`config.mk`:
```
export PLATFORM = sky130hd
export DESIGN_NAME = est_cordic
export DESIGN_NICKNAME = d
export VERILOG_FILES = /design/src/est_pkg.sv /design/src/est_cordic.sv
export SDC_FILE = /design/constraint.sdc
export NUM_CORES = 2
export LEC_CHECK = 0
export BUFFER_PORTS_ARGS = -buffer_cell sky130_fd_sc_hd__buf_2
export CAP_MARGIN = 5
export CORE_MARGIN = 3
export CORE_UTILIZATION = 40
export CTS_CLUSTER_DIAMETER = 50
export DETAILED_ROUTE_END_ITERATION = 10
export GPL_TIMING_DRIVEN = 0
export PLACE_DENSITY_LB_ADDON = 0.15
export SYNTH_ARGS = -nofsm -noshare
export SYNTH_HDL_FRONTEND = slang
export SYNTH_SLANG_ARGS = --single-unit
```
`constraint.sdc`:
```
create_clock -name clk -period 5.62 [get_ports clk]
set_input_delay 1.124 -clock clk [delete_from_list [all_inputs] [get_ports clk]]
set_output_delay 1.124 -clock clk [all_outputs]
set_load 0.05 [all_outputs]
```
`src/est_pkg.sv`:
```
`timescale 1ns / 1ps
package est_pkg;

  localparam int unsigned CORDIC_STAGES_DEF = 16;

  localparam int unsigned ANG_W = 16;
  localparam int unsigned FAC_W = 16;
  localparam int unsigned TR_W  = 32;
  localparam int unsigned RES_W = 32;

  localparam int unsigned IN_DATA_W  = 6 * ANG_W + 3 * TR_W;
  localparam int unsigned OUT_DATA_W = 12 * RES_W;

  localparam int unsigned Q_FRAC = 30;
  localparam int unsigned ANG_SH = 18;
  localparam int unsigned ZW     = 36;
  localparam int unsigned XW     = 34;
  localparam int unsigned SC_W   = 32;
  localparam int unsigned ROT_W  = 34;
  localparam int unsigned NRM_SH = 6;
  localparam int unsigned MDL_SH = 22;
  localparam int unsigned DIV_NW = ROT_W - 1 - NRM_SH;
  localparam int unsigned DIV_DW = FAC_W;

  localparam logic signed [ZW-1:0] Q30_PI      = 36'sd3373259426;
  localparam logic signed [ZW-1:0] Q30_HALF_PI = 36'sd1686629713;
  localparam logic signed [ZW-1:0] Q30_TWO_PI  = 36'sd6746518852;
  localparam logic signed [XW-1:0] Q30_GAIN    = 34'sd652032874;

  typedef struct packed {
    logic signed [SC_W-1:0] s;
    logic signed [SC_W-1:0] c;
  } sc_t;

  function automatic logic signed [ZW-1:0] atan_q30(input logic [4:0] idx);
    logic signed [ZW-1:0] v;
    case (idx)
      5'd0:  v = 36'sh03243F6A8;
      5'd1:  v = 36'sh01DAC6705;
      5'd2:  v = 36'sh00FADBAFC;
      5'd3:  v = 36'sh007F56EA6;
      5'd4:  v = 36'sh003FEAB76;
      5'd5:  v = 36'sh001FFD55B;
      5'd6:  v = 36'sh000FFFAAA;
      5'd7:  v = 36'sh0007FFF55;
      5'd8:  v = 36'sh0003FFFEA;
      5'd9:  v = 36'sh0001FFFFD;
      5'd10: v = 36'sh0000FFFFF;
      5'd11: v = 36'sh00007FFFF;
      5'd12: v = 36'sh00003FFFF;
      5'd13: v = 36'sh00001FFFF;
      5'd14: v = 36'sh00000FFFF;
      5'd15: v = 36'sh000007FFF;
      5'd16: v = 36'sh000003FFF;
      5'd17: v = 36'sh000001FFF;
      5'd18: v = 36'sh000000FFF;
      5'd19: v = 36'sh0000007FF;
      5'd20: v = 36'sh0000003FF;
      5'd21: v = 36'sh0000001FF;
      5'd22: v = 36'sh0000000FF;
      5'd23: v = 36'sh00000007F;
      default: v = '0;
    endcase
    return v;
  endfunction

endpackage

```
`src/est_cordic.sv`:
```
`timescale 1ns / 1ps
module est_cordic import est_pkg::*; #(
  parameter int unsigned STAGES = CORDIC_STAGES_DEF
) (
  input  logic                    clk,
  input  logic                    en,
  input  logic signed [ANG_W-1:0] angle,
  output sc_t                     sc
);

  logic signed [ZW-1:0] z_ext;
  logic signed [ZW-1:0] zred_nxt, zred_r;
  logic signed [ZW-1:0] zf_nxt;
  logic                 neg_nxt;

  logic signed [XW-1:0] x_nxt [STAGES+1];
  logic signed [XW-1:0] y_nxt [STAGES+1];
  logic signed [ZW-1:0] z_nxt [STAGES+1];
  logic                 n_nxt [STAGES+1];
  logic signed [XW-1:0] x_r [STAGES+1];
  logic signed [XW-1:0] y_r [STAGES+1];
  logic signed [ZW-1:0] z_r [STAGES+1];
  logic                 n_r [STAGES+1];

  logic signed [XW-1:0] xo, yo;
  sc_t                  sc_nxt, sc_r;

  assign z_ext = {{(ZW-ANG_W-ANG_SH){angle[ANG_W-1]}}, angle, {ANG_SH{1'b0}}};

  always_comb begin
    zred_nxt = z_ext;
    if (z_ext > Q30_PI) begin
      zred_nxt = z_ext - Q30_TWO_PI;
    end else if (z_ext < -Q30_PI) begin
      zred_nxt = z_ext + Q30_TWO_PI;
    end
  end

  always_comb begin
    zf_nxt  = zred_r;
    neg_nxt = 1'b0;
    if (zred_r > Q30_HALF_PI) begin
      zf_nxt  = zred_r - Q30_PI;
      neg_nxt = 1'b1;
    end else if (zred_r < -Q30_HALF_PI) begin
      zf_nxt  = zred_r + Q30_PI;
      neg_nxt = 1'b1;
    end
  end

  always_comb begin
    x_nxt[0] = Q30_GAIN;
    y_nxt[0] = '0;
    z_nxt[0] = zf_nxt;
    n_nxt[0] = neg_nxt;
    for (int i = 0; i < STAGES; i++) begin
      n_nxt[i+1] = n_r[i];
      if (!z_r[i][ZW-1]) begin
        x_nxt[i+1] = x_r[i] - (y_r[i] >>> i);
        y_nxt[i+1] = y_r[i] + (x_r[i] >>> i);
        z_nxt[i+1] = z_r[i] - atan_q30(5'(i));
      end else begin
        x_nxt[i+1] = x_r[i] + (y_r[i] >>> i);
        y_nxt[i+1] = y_r[i] - (x_r[i] >>> i);
        z_nxt[i+1] = z_r[i] + atan_q30(5'(i));
      end
    end
  end

  always_comb begin
    xo = n_r[STAGES] ? -x_r[STAGES] : x_r[STAGES];
    yo = n_r[STAGES] ? -y_r[STAGES] : y_r[STAGES];
    sc_nxt.c = xo[SC_W-1:0];
    sc_nxt.s = yo[SC_W-1:0];
  end

  always_ff @(posedge clk) begin
    if (en) begin
      zred_r <= zred_nxt;
      for (int i = 0; i <= STAGES; i++) begin
        x_r[i] <= x_nxt[i];
        y_r[i] <= y_nxt[i];
        z_r[i] <= z_nxt[i];
        n_r[i] <= n_nxt[i];
      end
      sc_r <= sc_nxt;
    end
  end

  assign sc = sc_r;

endmodule

```
# Yosys cells after proc, flatten, opt, wreduce, memory -nomap -nowiden
# Memories as Yosys holds them, arrays and structs flattened.
# Cells that the tools add are included.
[totals]
regBits = 100
ramBits = 1785
input_bits = 18
out_inout_bits = 64
memories = 4
[op_classes]
n_addsub = 101
n_lt_le_gt_ge = 4
mux = 90
[mem_list]
columns = ["memory", "depth", "word_bits", "rd", "rd_clocked_by_memory_dff", "wr", "line", "rtl"]
rows = [
  ["z_r", 17, 36, 16, 0, 17, "est_cordic.sv:22", "logic signed [ZW-1:0] z_r [STAGES+1];"],
  ["x_r", 17, 34, 17, 0, 17, "est_cordic.sv:20", "logic signed [XW-1:0] x_r [STAGES+1];"],
  ["y_r", 17, 34, 17, 0, 17, "est_cordic.sv:21", "logic signed [XW-1:0] y_r [STAGES+1];"],
  ["n_r", 17, 1, 17, 0, 17, "est_cordic.sv:23", "logic n_r [STAGES+1];"],
]
[ops]
columns = ["cell", "count"]
rows = [
  ["2-to-1 mux 36 bit", 52],
  ["2-to-1 mux 34 bit", 32],
  ["adder 36 bit", 16],
  ["subtractor 36 bit", 16],
  ["adder 34 x 19 -> 34 bit", 2],
  ["adder 34 x 20 -> 34 bit", 2],
  ["adder 34 x 21 -> 34 bit", 2],
  ["adder 34 x 22 -> 34 bit", 2],
  ["adder 34 x 23 -> 34 bit", 2],
  ["adder 34 x 24 -> 34 bit", 2],
  ["adder 34 x 25 -> 34 bit", 2],
  ["adder 34 x 26 -> 34 bit", 2],
  ["adder 34 x 27 -> 34 bit", 2],
  ["adder 34 x 28 -> 34 bit", 2],
  ["adder 34 x 29 -> 34 bit", 2],
  ["adder 34 x 30 -> 34 bit", 2],
  ["adder 34 x 31 -> 34 bit", 2],
  ["adder 34 x 32 -> 34 bit", 2],
  ["adder 34 x 33 -> 34 bit", 2],
  ["subtractor 34 x 19 -> 34 bit", 2],
  ["subtractor 34 x 20 -> 34 bit", 2],
  ["subtractor 34 x 21 -> 34 bit", 2],
  ["subtractor 34 x 22 -> 34 bit", 2],
  ["subtractor 34 x 23 -> 34 bit", 2],
  ["other kinds (23)", 39],
]

# Depth between registers and ports, before layout
# An unclocked memory read counts as a cell.
[depth]
depth_word = 4
mapped_depth = 21

# Least setup slack after synthesis
# No wires, ideal clock.
[synth_path]
path_type = "register to register"
start = "memory z_r[5][35], in the netlist z_r[0][215]"
end = "memory y_r[6][30], in the netlist y_r[1][98] (data pin)"
arrival_time_ns = 4.293
t_required_ns = 5.361
slack_ns = 1.068
path_stages_with_launch = 17
path_buffers = 3
cell_sequence = "edfxtp_1 clkbuf_1 clkbuf_1 clkbuf_1 a21oi_1 xnor2_1 ha_1 a21o_1 a21o_1 a211oi_1 a21oi_1 or3_1 a31oi_1 o21ai_1 a41o_1 o41a_1 xor2_1"
[synth_rtl]
columns = ["element", "line"]
rows = [
  ["from (decl)", "est_cordic.sv:22"],
  ["to (decl)", "est_cordic.sv:21"],
]

==> run_results.csv <==
group,metric,value,unit
sta,slew_viol_final,0,
critical_path,arrival,5.97,ns
yosys,synth_edf_count,1610,
clocking,cts_buffer_depth,4,
yosys,yosys_warnings,0,
place,post_dp_cell_area,139000,um2
sta,final.min_clock_period,5.41,ns
grt,grt_max_degree,184,
status,status,"completed",
layout,nFillCells,31905,
yosys,ys_async_sr_fraction,0,
sta,max_freq,185,MHz
grt,grt_pass1_wl,543,mm
critical_path,end_kind,"register",
route,drc,0,
floorplanning,core,331000,um2
critical_path,cp_slowest_cell,"a31oi_1",
route,wl,341,mm
layout,nets,15775,
grt,grtUsageTotal,0.195,
yosys,syn_inst,13853,
route,dr.pass1.iters,6,
floorplanning,die_w,583,um
yosys,synth_area,133000,um2
critical_path,required,6.18,ns
clocking,clk_pin_slew,0.05,ns
yosys,syn_nets,15378,
route,drtIter0Drc,6648,
yosys,syn_avg_cell_area,9.62,um2
layout,regArea,48300,um2
floorplanning,die_h,583,um
clocking,cts-buffers-inserted,263,
run,cap_violations,0,
sta,hold_viol,0,
critical_path,crit_type,"reg2reg",
sta,skew,0.0568,ns
layout,layout.cells.non_filler,18825,
floorplanning,start_util,0.402,
route,avgViaCountPerCell,5.45,
critical_path,slowest_delay,0.46,ns
yosys,ys.flop_type,"edfxtp_1",
critical_path,critPathLaunchType,"register",
grt,antenna_found_initial,2,
clocking,htree_num_levels,5,
place,dp.cells,18306,
layout,area_delta_synth_final,11.8,%
critical_path,crit_fanout,11,
grt,grt_pass1_vias,98167,
place,place_congestion,0.890,
route,routed-via-count,102575,
floorplanning,rows,211,
place,port_buffers,76,
worst_hold_path,hp-class,"reg2reg",
layout,multi_input_area,81900,um2
layout,drive_gt1_frac,0.0588,
sta,whs,0.416,ns
yosys,ys_seq_area_frac,0.363,
grt,grt.overflow.total,0,
route,ant_nets,0,
place,dp_hpwl,267,mm
clocking,clkSinkCount,1610,
yosys,synth_cell_types,109,
critical_path,crit_chain,"clkbuf_2, clkbuf_4, clkinvlp_4, buf_4, o21ai_0, xor2_1, ha_1, o21a_1, nor2_1, nor3_1, o21ai_0, a21oi_1, or3_1, a31oi_1, o21ai_1, a41o_1, o41a_1, xor2_1",
sta,finalSetupViolCount,0,
route,wl_per_cell,18.1,um
yosys,ys_seq_elements,1610,
floorplanning,die-area,340000,um2
clocking,worstSkewPairLatency,0.85,ns
sta,slew_headroom,0.144,
clocking,cts_tree,"yes",
layout,finalInstanceArea,149000,um2
sta,tightest_slew,1.28,ns
clocking,cts_root_buffer,"clkbuf_16",
floorplanning,pin_count,82,
sta,fin_crit_sh,0.962,
==> sequential cells by signal (all words and copies together), names as in the netlist <==
register  count
n_r          16
sc           64
x_r         482
y_r         509
z_r         519
zred_r       20
==> synth_stat cells, drive strengths merged (51+ instances only) <==
library cell,n,area [um2]
inv,635,2380
edfxtp,1610,48300
mux2,60,676
o21a,211,1580
o41ai,53,464
nand2b,222,1390
xnor2,1326,11600
and3,126,790
nand4,83,519
nor4,78,518
ha,1466,18300
clkbuf,198,744
nor2b,203,1270
a21o,671,5040
o21ai,664,3320
and2,78,493
a211oi,131,998
mux2i,71,711
xor2,609,5330
nor2,1224,4590
nand3,241,1210
a31oi,170,1080
o31ai,65,488
a21oi,1482,7420
o21bai,174,1310
nand2,675,2530
or3,120,756
nor3,364,1830
a21boi,66,495
o211ai,57,428
or2,51,319
==> stage by stage <==
stage	worst slack, ns	setup TNS, ns	utilization
after floorplan	1.07	0	-
after global placement	-23.66	-	0.420
after detailed placement	-1.75	-198.28	0.421
after CTS	0.00454	0	0.449
after global routing	-0.000583	-0.000583	0.450
final	0.212	0	0.450
==> critical path: cells and delay by family (launching register included) <==
family	cells	cell delay [ns]
XOR/XNOR	2	0.34
AND/OR/NAND/NOR	3	0.85
buffers and inverters	4	1.09
AO/OA/AOI/OAI	8	2.09
adder cells (fa/ha/maj)	1	0.29
flip-flops	1	0.37
==> cell type report <==
type,count,share of cell area
Antenna cell,3,0.0000504
Buffer,223,0.00623
Clock buffer,298,0.0463
Clock inverter,173,0.0124
Inverter,638,0.0163
Multi-Input combinational cell,11377,0.550
Sequential cell,1610,0.325
Tap cell,4366,0.0367
Timing Repair Buffer,129,0.00730
Timing Repair inverter,8,0.000269
==> path summary, 6_finish.rpt <==
path,slack (ns),to,start,cells past startpoint
max,0.21,y_r[1][98]$_DFFE_PP_,z_r[0][215]$_DFFE_PP_,18
min,0.42,n_r[1][0]$_DFFE_PP_,n_r[0][3]$_DFFE_PP_,0
max reg2reg,0.21,y_r[1][98]$_DFFE_PP_,z_r[0][215]$_DFFE_PP_,18
min reg2reg,0.42,n_r[1][0]$_DFFE_PP_,n_r[0][3]$_DFFE_PP_,0
==> routing by layer <==
| metal | part of all wire | GRT usage | up-vias |
|---|---|---|---|
| li1 | - | - | 52347 |
| met1 | 0.48 | 0.274 | 47850 |
| met2 | 0.45 | 0.320 | 1930 |
| met3 | 0.044 | 0.0223 | 448 |
| met4 | 0.026 | 0.0500 | 0 |
| met5 | 0 | 0 | - |
==> layout by cell type, fill, tap and decap left out, types with 60 or more instances in the layout <==
master / count
or3_1: 119
mux2_2: 60
a31oi_1: 167
nand2b_1: 222
nand3_1: 241
a211oi_1: 122
a21oi_1: 1478
o21bai_1: 174
a21boi_0: 64
nor4_1: 71
nor2b_1: 202
o31ai_1: 65
ha_1: 1466
xor2_1: 609
and2_1: 75
nor2_1: 1224
clkbuf_1: 193
nand2_1: 675
o21ai_0: 655
and3_1: 125
o21a_1: 211
buf_2: 82
nor3_1: 353
nand4_1: 83
xnor2_1: 1322
a21o_1: 670
edfxtp_1: 1610
clkbuf_16: 272
inv_1: 625
mux2i_1: 70
==> logic make-up after synthesis <==
kind of cell | count (synthesis) | share of synthesized area
flops | 1610 | 0.363
buf+inv | 866 | 0.0247
fa+ha+maj | 1507 | 0.144
compound gates | 4151 | 0.197
mux | 131 | 0.0104
simple gates | 3653 | 0.133
xor+xnor | 1935 | 0.127
==> timing repair <==
action                                  in CTS  in global routing
resized for setup                           50                 78
gates cloned                                 5                  3
hold buffers                                 0                  0
endpoints found under the setup margin     441                 90
setup buffers                               32                 10
pin swaps                                    0                  1
hold endpoints to repair                     0                  0
Power is left out: the tool's default activity adds up to more than one toggle a clock period on the data nets, which glitch-free logic cannot reach.
