<file path="src/est_pkg.sv">
`timescale 1ns / 1ps
package est_pkg;

  localparam int unsigned CORDIC_STAGES_DEF = 16;

  localparam int unsigned ANG_W = 16;
  localparam int unsigned FAC_W = 16;
  localparam int unsigned TR_W  = 32;
  localparam int unsigned RES_W = 32;

  localparam int unsigned IN_DATA_W  = 6 * ANG_W + 3 * TR_W;
  localparam int unsigned OUT_DATA_W = 12 * RES_W;

  localparam int unsigned Q_FRAC = 30;
  localparam int unsigned ANG_SH = 18;
  localparam int unsigned ZW     = 36;
  localparam int unsigned XW     = 34;
  localparam int unsigned SC_W   = 32;
  localparam int unsigned ROT_W  = 34;
  localparam int unsigned NRM_SH = 6;
  localparam int unsigned MDL_SH = 22;
  localparam int unsigned DIV_NW = ROT_W - 1 - NRM_SH;
  localparam int unsigned DIV_DW = FAC_W;

  localparam logic signed [ZW-1:0] Q30_PI      = 36'sd3373259426;
  localparam logic signed [ZW-1:0] Q30_HALF_PI = 36'sd1686629713;
  localparam logic signed [ZW-1:0] Q30_TWO_PI  = 36'sd6746518852;
  localparam logic signed [XW-1:0] Q30_GAIN    = 34'sd652032874;

  typedef struct packed {
    logic signed [SC_W-1:0] s;
    logic signed [SC_W-1:0] c;
  } sc_t;

  function automatic logic signed [ZW-1:0] atan_q30(input logic [4:0] idx);
    logic signed [ZW-1:0] v;
    case (idx)
      5'd0:  v = 36'sh03243F6A8;
      5'd1:  v = 36'sh01DAC6705;
      5'd2:  v = 36'sh00FADBAFC;
      5'd3:  v = 36'sh007F56EA6;
      5'd4:  v = 36'sh003FEAB76;
      5'd5:  v = 36'sh001FFD55B;
      5'd6:  v = 36'sh000FFFAAA;
      5'd7:  v = 36'sh0007FFF55;
      5'd8:  v = 36'sh0003FFFEA;
      5'd9:  v = 36'sh0001FFFFD;
      5'd10: v = 36'sh0000FFFFF;
      5'd11: v = 36'sh00007FFFF;
      5'd12: v = 36'sh00003FFFF;
      5'd13: v = 36'sh00001FFFF;
      5'd14: v = 36'sh00000FFFF;
      5'd15: v = 36'sh000007FFF;
      5'd16: v = 36'sh000003FFF;
      5'd17: v = 36'sh000001FFF;
      5'd18: v = 36'sh000000FFF;
      5'd19: v = 36'sh0000007FF;
      5'd20: v = 36'sh0000003FF;
      5'd21: v = 36'sh0000001FF;
      5'd22: v = 36'sh0000000FF;
      5'd23: v = 36'sh00000007F;
      default: v = '0;
    endcase
    return v;
  endfunction

endpackage

</file>
<file path="src/est_div.sv">
`timescale 1ns / 1ps
module est_div import est_pkg::*; #(
  parameter int unsigned NW = DIV_NW,
  parameter int unsigned DW = DIV_DW,
  parameter int unsigned TW = ROT_W
) (
  input  logic          clk,
  input  logic          en,
  input  logic [NW-1:0] num,
  input  logic [DW-1:0] den,
  input  logic [TW-1:0] tag_in,
  output logic [NW-1:0] quo,
  output logic [TW-1:0] tag_out
);

  logic [DW-1:0] rem_nxt [NW];
  logic [NW-1:0] num_nxt [NW];
  logic [DW-1:0] den_nxt [NW];
  logic [NW-1:0] q_nxt   [NW];
  logic [TW-1:0] tag_nxt [NW];
  logic [DW-1:0] rem_r [NW];
  logic [NW-1:0] num_r [NW];
  logic [DW-1:0] den_r [NW];
  logic [NW-1:0] q_r   [NW];
  logic [TW-1:0] tag_r [NW];

  always_comb begin
    logic [DW-1:0] prem;
    logic [NW-1:0] pnum;
    logic [DW-1:0] pden;
    logic [NW-1:0] pq;
    logic [TW-1:0] ptag;
    logic [DW:0]   trial;
    for (int i = 0; i < NW; i++) begin
      if (i == 0) begin
        prem = '0;
        pnum = num;
        pden = den;
        pq   = '0;
        ptag = tag_in;
      end else begin
        prem = rem_r[i-1];
        pnum = num_r[i-1];
        pden = den_r[i-1];
        pq   = q_r[i-1];
        ptag = tag_r[i-1];
      end
      trial      = {prem, pnum[NW-1]};
      num_nxt[i] = pnum << 1;
      den_nxt[i] = pden;
      tag_nxt[i] = ptag;
      if (trial >= {1'b0, pden}) begin
        rem_nxt[i] = DW'(trial - {1'b0, pden});
        q_nxt[i]   = {pq[NW-2:0], 1'b1};
      end else begin
        rem_nxt[i] = trial[DW-1:0];
        q_nxt[i]   = {pq[NW-2:0], 1'b0};
      end
    end
  end

  always_ff @(posedge clk) begin
    if (en) begin
      for (int i = 0; i < NW; i++) begin
        rem_r[i] <= rem_nxt[i];
        num_r[i] <= num_nxt[i];
        den_r[i] <= den_nxt[i];
        q_r[i]   <= q_nxt[i];
        tag_r[i] <= tag_nxt[i];
      end
    end
  end

  assign quo     = q_r[NW-1];
  assign tag_out = tag_r[NW-1];

endmodule

</file>
<file path="config.mk">
export PLATFORM = sky130hd
export DESIGN_NAME = est_div
export DESIGN_NICKNAME = d
export VERILOG_FILES = /design/src/est_pkg.sv /design/src/est_div.sv
export SDC_FILE = /design/constraint.sdc
export NUM_CORES = 2
export LEC_CHECK = 0
export CAP_MARGIN = 20
export CORE_MARGIN = 2
export CORE_UTILIZATION = 40
export DETAILED_ROUTE_END_ITERATION = 10
export DONT_BUFFER_PORTS = 1
export PLACE_DENSITY = 0.57
export SYNTH_ARGS = -nofsm -noshare
export SYNTH_HDL_FRONTEND = slang
export SYNTH_SLANG_ARGS = --single-unit
</file>
<file path="constraint.sdc">
create_clock -name clk -period 8.2 [get_ports clk]
set_input_delay 0.41 -clock clk [delete_from_list [all_inputs] [get_ports clk]]
set_output_delay 0.41 -clock clk [all_outputs]
set_load 0.02 [all_outputs]
</file>
Word-level counts from Yosys, hierarchy flattened:

Memory sizes are Yosys's and may differ from the RTL's.
Cells that the tools add are included.
Widths: inputs -> output; s select.

* add/sub/neg operators: 27
* magnitude comparators: 27
* muxes and demuxes: 56

Operator list (count)
* $ge 17x16->1: 26
* $mux 16: 27
* $sub 16x16->16: 26
* $mux 1: 29
* $ge 1x16->1: 1
* $sub 1x16->16: 1

* register bits: 0
* RAM bits: 3213
* input port bits: 79
* output and inout bits: 61
* memories kept: 5

Memories
* tag_r: words 27, bits a word 34, read ports 27, clocked after memory_dff 0, wr ports 27, RTL line est_div.sv:25 `logic [TW-1:0] tag_r [NW];`
* q_r: words 27, bits a word 27, read ports 27, clocked after memory_dff 0, wr ports 27, RTL line est_div.sv:24 `logic [NW-1:0] q_r [NW];`
* num_r: words 27, bits a word 26, read ports 26, clocked after memory_dff 0, wr ports 27, RTL line est_div.sv:22 `logic [NW-1:0] num_r [NW];`
* den_r: words 27, bits a word 16, read ports 26, clocked after memory_dff 0, wr ports 27, RTL line est_div.sv:23 `logic [DW-1:0] den_r [NW];`
* rem_r: words 27, bits a word 16, read ports 26, clocked after memory_dff 0, wr ports 27, RTL line est_div.sv:21 `logic [DW-1:0] rem_r [NW];`

Depth between registers and ports, before layout:

An unclocked memory read counts as a cell.

* depth after elaboration: 3
* gate-level depth with buffers: 12
* gate-level depth less buffers: 11

Least setup slack after synthesis:

Ideal clock, no wire load.

* path kind: flip-flop to flip-flop
* start: memory den_r[0][225] in the netlist's numbering
* end: memory rem_r[0][248] in the netlist's numbering, data pin
* data arrival time: 2.710 ns
* required time: 7.940 ns
* slack: 5.229 ns
* cell stages (with the launch flop): 12
* buffers on the path: 1
* period minus slack after synthesis: 2.971 ns
* path through: edfxtp_1 > inv_1 > ha_1 > nor2b_4 > o31a_1 > o31a_1 > nand2b_4 > a21oi_4 > nand3_2 > a311oi_4 > buf_8 > mux2_4

RTL lines (RTL line)
* start, declared: est_div.sv:23
* end, declared: est_div.sv:21

==> results.md <==
Drt:
- After detailed routing, the average wire length per cell comes to about 16 um.
- The first routing iteration left 3647 violations.
- The total number of vias is slightly below 50000.
- In the routed design, unresolved DRC markers number 0.
- The detail route stage leaves a number of antenna-violating nets equal to 0.
- The number of vias per cell is a little under 5.
- The first TritonRoute pass finished after 7 iterations.
- The sum of routed wire length over all layers is 162 mm.

Layout:
- Excluding fillers, the count of instances in the completed layout stands at 9882.
- The share of cells above drive strength 1 is 0.105.
- The final layout contains 6889 nets.
- Compared with the post-synthesis result, the final layout area differs by 14.0%.
- The post-route standard cell area excluding fillers is roughly 0.11 mm^2.

STA:
- The count of pins over their slew limit is 0.
- Setup violations remaining at the end of the flow were counted as 0.
- Setup repair after global routing left no endpoint under its margin.
- In the finished design, the share of the clock period the worst path needs comes to 0.618.
- Counting I/O delays and the setup requirement, the final critical path takes slightly above 5 ns.
- The worst pin sits at a relative slew slack of 0.107.
- The final setup TNS is 0 ns.
- The transition time at the pin with the least slew margin is 1.34 ns.
- The maximum achievable frequency is 197 MHz.
- The worst setup skew after layout is between 0.06 and 0.07 ns.
- The final-report hold violation count was 0.

Placed design:
- The total placed instance area is just over 0.1 mm^2.
- The weighted congestion reported at the end of routability-driven placement is around 0.86.
- The HPWL after detailed placement is 102 mm.
- In this run, placement finished with an instance count of 9305.
- The number of port buffers is 0.

Clocking:
- TritonCTS built the clock tree.
- For the worst-skew pair, the clock arrives at the later sink with an insertion delay of 0.89 ns.
- The clock passes through at most 4 buffers.
- The clock sink count is ~2500.
- The clock-pin slew on the worst setup and hold paths is around 0.050 ns.
- The number of CTS-inserted buffers is 290.
- The H-tree generated during clock tree synthesis spans 5 levels.
- After clock tree synthesis, the repair step resized 0 gates.
- The cell chosen for the clock root is sky130_fd_sc_hd__clkbuf_16.

Power and ir drop:
- The analysis attributes to cell leakage a power of ~42 nW.
- Of the total power, the share spent switching nets is 0.285.
- The clock network fraction of design power is 0.297.
- The internal power of the cells totals about 29 mW.
- The share of total power dissipated in sequential elements is 0.434.
- Summed over all nets, the switching power comes to ~11 mW.
- Of the total power, combinational logic draws 0.269.
- The worst supply voltage drop on vdd is 0.180 mV.
- The total power density per cell area is 353 mW/mm^2.

Yosys:
- After synthesis the cells add up to 0.0994 mm^2.
- The synthesized-area fraction occupied by adder cells is 0.0577.
- The number of nets produced by synthesis is between 6000 and 7000.
- sky130_fd_sc_hd__edfxtp_1 takes more of the synthesized area than any other cell.
- The combinational family with the most area after synthesis is compound AO/OA/AOI/OAI gates.
- In the post-synthesis netlist, the cell with the most instances is sky130_fd_sc_hd__edfxtp_1.
- The synthesized design contains between 2000 and 2500 register bits.
- Of the total synthesized cell area, the portion taken by XOR and XNOR cells is 0.0244.
- Ranked by instance count, the synthesized netlist is headed by sky130_fd_sc_hd__edfxtp_1 (2479), sky130_fd_sc_hd__inv_1 (535), sky130_fd_sc_hd__ha_1 (418).
- In the post-synthesis netlist, the biggest area contributors are sky130_fd_sc_hd__edfxtp_1 (75%), sky130_fd_sc_hd__ha_1 (5.3%), sky130_fd_sc_hd__mux2_2 (2.2%).
- The sequential cell area fraction in the yosys report is 0.749.
- Yosys mapped a number of flops with a built-in enable equal to 2479.
- The most frequently used flop master after synthesis is sky130_fd_sc_hd__edfxtp_1.
- The synthesized netlist contains 97 unique library cells.
- The fraction of post-synthesis cell area in the top cell type by area is 0.749.
- The mux contribution to synthesized area is 0.0294.
- The cell count after synthesis came out at 6040.
- The post-synthesis average cell area is 16.5 um^2.
- The count of yosys warnings during synthesis is 0.
- The compound-gate portion of the synthesized area came to 0.0718.
- After synthesis, the share of flip-flops with an asynchronous set or reset is 0.
- The fraction of the mapped netlist area in simple logic gates is 0.0436.

Critical path:
- Counting cells, the worst reg-to-reg path comes to 10.
- STA puts the critical path data required time at just under 9 ns.
- The largest fanout on the critical path is about 260.
- For the worst setup path, the data arrival time is around 5.6 ns.
- STA classifies the critical path endpoint as a flip-flop.
- The critical path is of the in -> reg type.
- STA classifies the critical path startpoint as an input pin.

Global route:
- The global-route wire length before repair is 258 mm.
- For this run the aggregate overflow at the end of global routing stands at 0.
- The total global routing track utilization is 0.126.
- The initial antenna violation count is 4.
- The via count of the first global-routing pass was 48300.
- The pin count of the biggest net entering global routing is 262.

Die:
- The die span in x is 502 um.
- The area of the placeable core is 0.246 mm^2.
- In this run the count of I/O pins placed on the die edge is 140.
- The number of rows in the core area is 182.
- The floorplan step defined a die boundary enclosing 0.252 mm^2.
- For this configuration, the core starts out at a cell density of 0.403.
- The die height is approximately 500 um.

Job:
- Max-cap violations in this run came to 0.

Hold path:
- The worst hold path passes through 3 cells.
- The path category of the worst min-delay check is in -> reg.

Run status:
- The run finished with clean final reports.
registers in the layout, indices dropped and copies added (netlist names):
| register | flops |
|---|---|
| q_r | 378 |
| rem_r | 416 |
| num_r | 351 |
| den_r | 416 |
| tag_r | 918 |
critical path, cell delays in order:
cell and delay [ns]:
sky130_fd_sc_hd__buf_16 0.71, sky130_fd_sc_hd__buf_16 0.58, sky130_fd_sc_hd__buf_16 0.54, sky130_fd_sc_hd__buf_16 0.89
sky130_fd_sc_hd__buf_16 0.79, sky130_fd_sc_hd__buf_16 0.68
logic make-up after synthesis:
kind of cell / after synthesis
AO/OA/AOI/OAI: 1084
adder cells (fa/ha/maj): 443
AND/OR/NAND/NOR: 897
flip-flops: 2479
buffers and inverters: 606
multiplexers: 254
XOR/XNOR: 277
area by class of cell:
| class | count | area, um^2 |
|---|---|---|
| Sequential cell | 2479 | 74400 |
| Antenna cell | 3 | 7.51 |
| Tap cell | 3312 | 4140 |
| Multi-Input combinational cell | 2955 | 22600 |
| Fill cell | 21300 | 133000 |
| Inverter | 535 | 2010 |
| Clock buffer | 352 | 7570 |
| Timing Repair Buffer | 106 | 1320 |
| Clock inverter | 140 | 1210 |
path summary, 6_finish.rpt:
check                                endpoint     startpoint  slack (ns)
worst max-delay path             tag_r[0][55]             en        3.13
worst min-delay path              rem_r[0][9]        den[12]        0.09
worst max register to register  rem_r[0][195]  den_r[0][178]        4.38
worst min register to register    tag_r[1][5]  tag_r[0][515]        0.38
power groups by stage:
stage / clock (mW) / sequential, mW / combinational, mW
floorplan: 0 / 17.2 / 8.47
global placement: 0 / 17.6 / 10.4
detailed placement: 0 / 17.6 / 10.6
CTS: 12.4 / 17.4 / 10.8
global route: 12.9 / 17.5 / 12.0
finish: 11.9 / 17.4 / 10.8
repair_timing:
| action | in CTS | in global routing |
|---|---|---|
| hold buffers | 79 | 0 |
| endpoints found under the hold margin | 148 | 0 |
| buffers inserted | 0 | 0 |
per-layer routing:
layer / routed length (um) / part of all wire / global-route usage / vias up
met3: 6890 / 0.043 / 0.0258 / 401
met4: 5770 / 0.036 / 0.0500 / 0
met1: 75800 / 0.47 / 0.173 / 23300
met2: 73200 / 0.45 / 0.198 / 869
li1: - / - / - / 23600
met5: 0 / 0 / 0 / -
cell usage in the layout, fill, tap and decap left out, types with 58 or more instances in the layout:
| cell type | netlist | routed |
|---|---|---|
| sky130_fd_sc_hd__clkbuf_16 | 0 | 294 |
| sky130_fd_sc_hd__inv_1 | 535 | 535 |
| sky130_fd_sc_hd__nor3_1 | 70 | 70 |
| sky130_fd_sc_hd__nand2_1 | 225 | 225 |
| sky130_fd_sc_hd__xnor2_1 | 181 | 181 |
| sky130_fd_sc_hd__o21a_1 | 80 | 80 |
| sky130_fd_sc_hd__a21oi_1 | 300 | 300 |
| sky130_fd_sc_hd__nand3_1 | 79 | 79 |
| sky130_fd_sc_hd__o21ai_0 | 257 | 257 |
| sky130_fd_sc_hd__mux2_2 | 191 | 191 |
| sky130_fd_sc_hd__ha_1 | 418 | 418 |
| sky130_fd_sc_hd__a21o_1 | 100 | 100 |
| sky130_fd_sc_hd__xor2_1 | 96 | 96 |
| sky130_fd_sc_hd__clkbuf_1 | 41 | 58 |
| sky130_fd_sc_hd__dlygate4sd3_1 | 0 | 78 |
| sky130_fd_sc_hd__nand2b_1 | 66 | 66 |
| sky130_fd_sc_hd__edfxtp_1 | 2479 | 2479 |
| sky130_fd_sc_hd__nor2_1 | 252 | 252 |
through the flow:
step                power (mW)  hold WS [ns]  worst slack, ns  utilization
floorplan                 25.7         0.400             5.23            -
global placement          28.0         0.400             2.38        0.421
detailed placement        28.3         0.405             2.23        0.421
CTS                       40.6       0.00777             3.27        0.460
global route              42.5        0.0646             2.80        0.460
finish                    40.0        0.0950             3.13        0.460
Power figures use the tool's default switching activity.
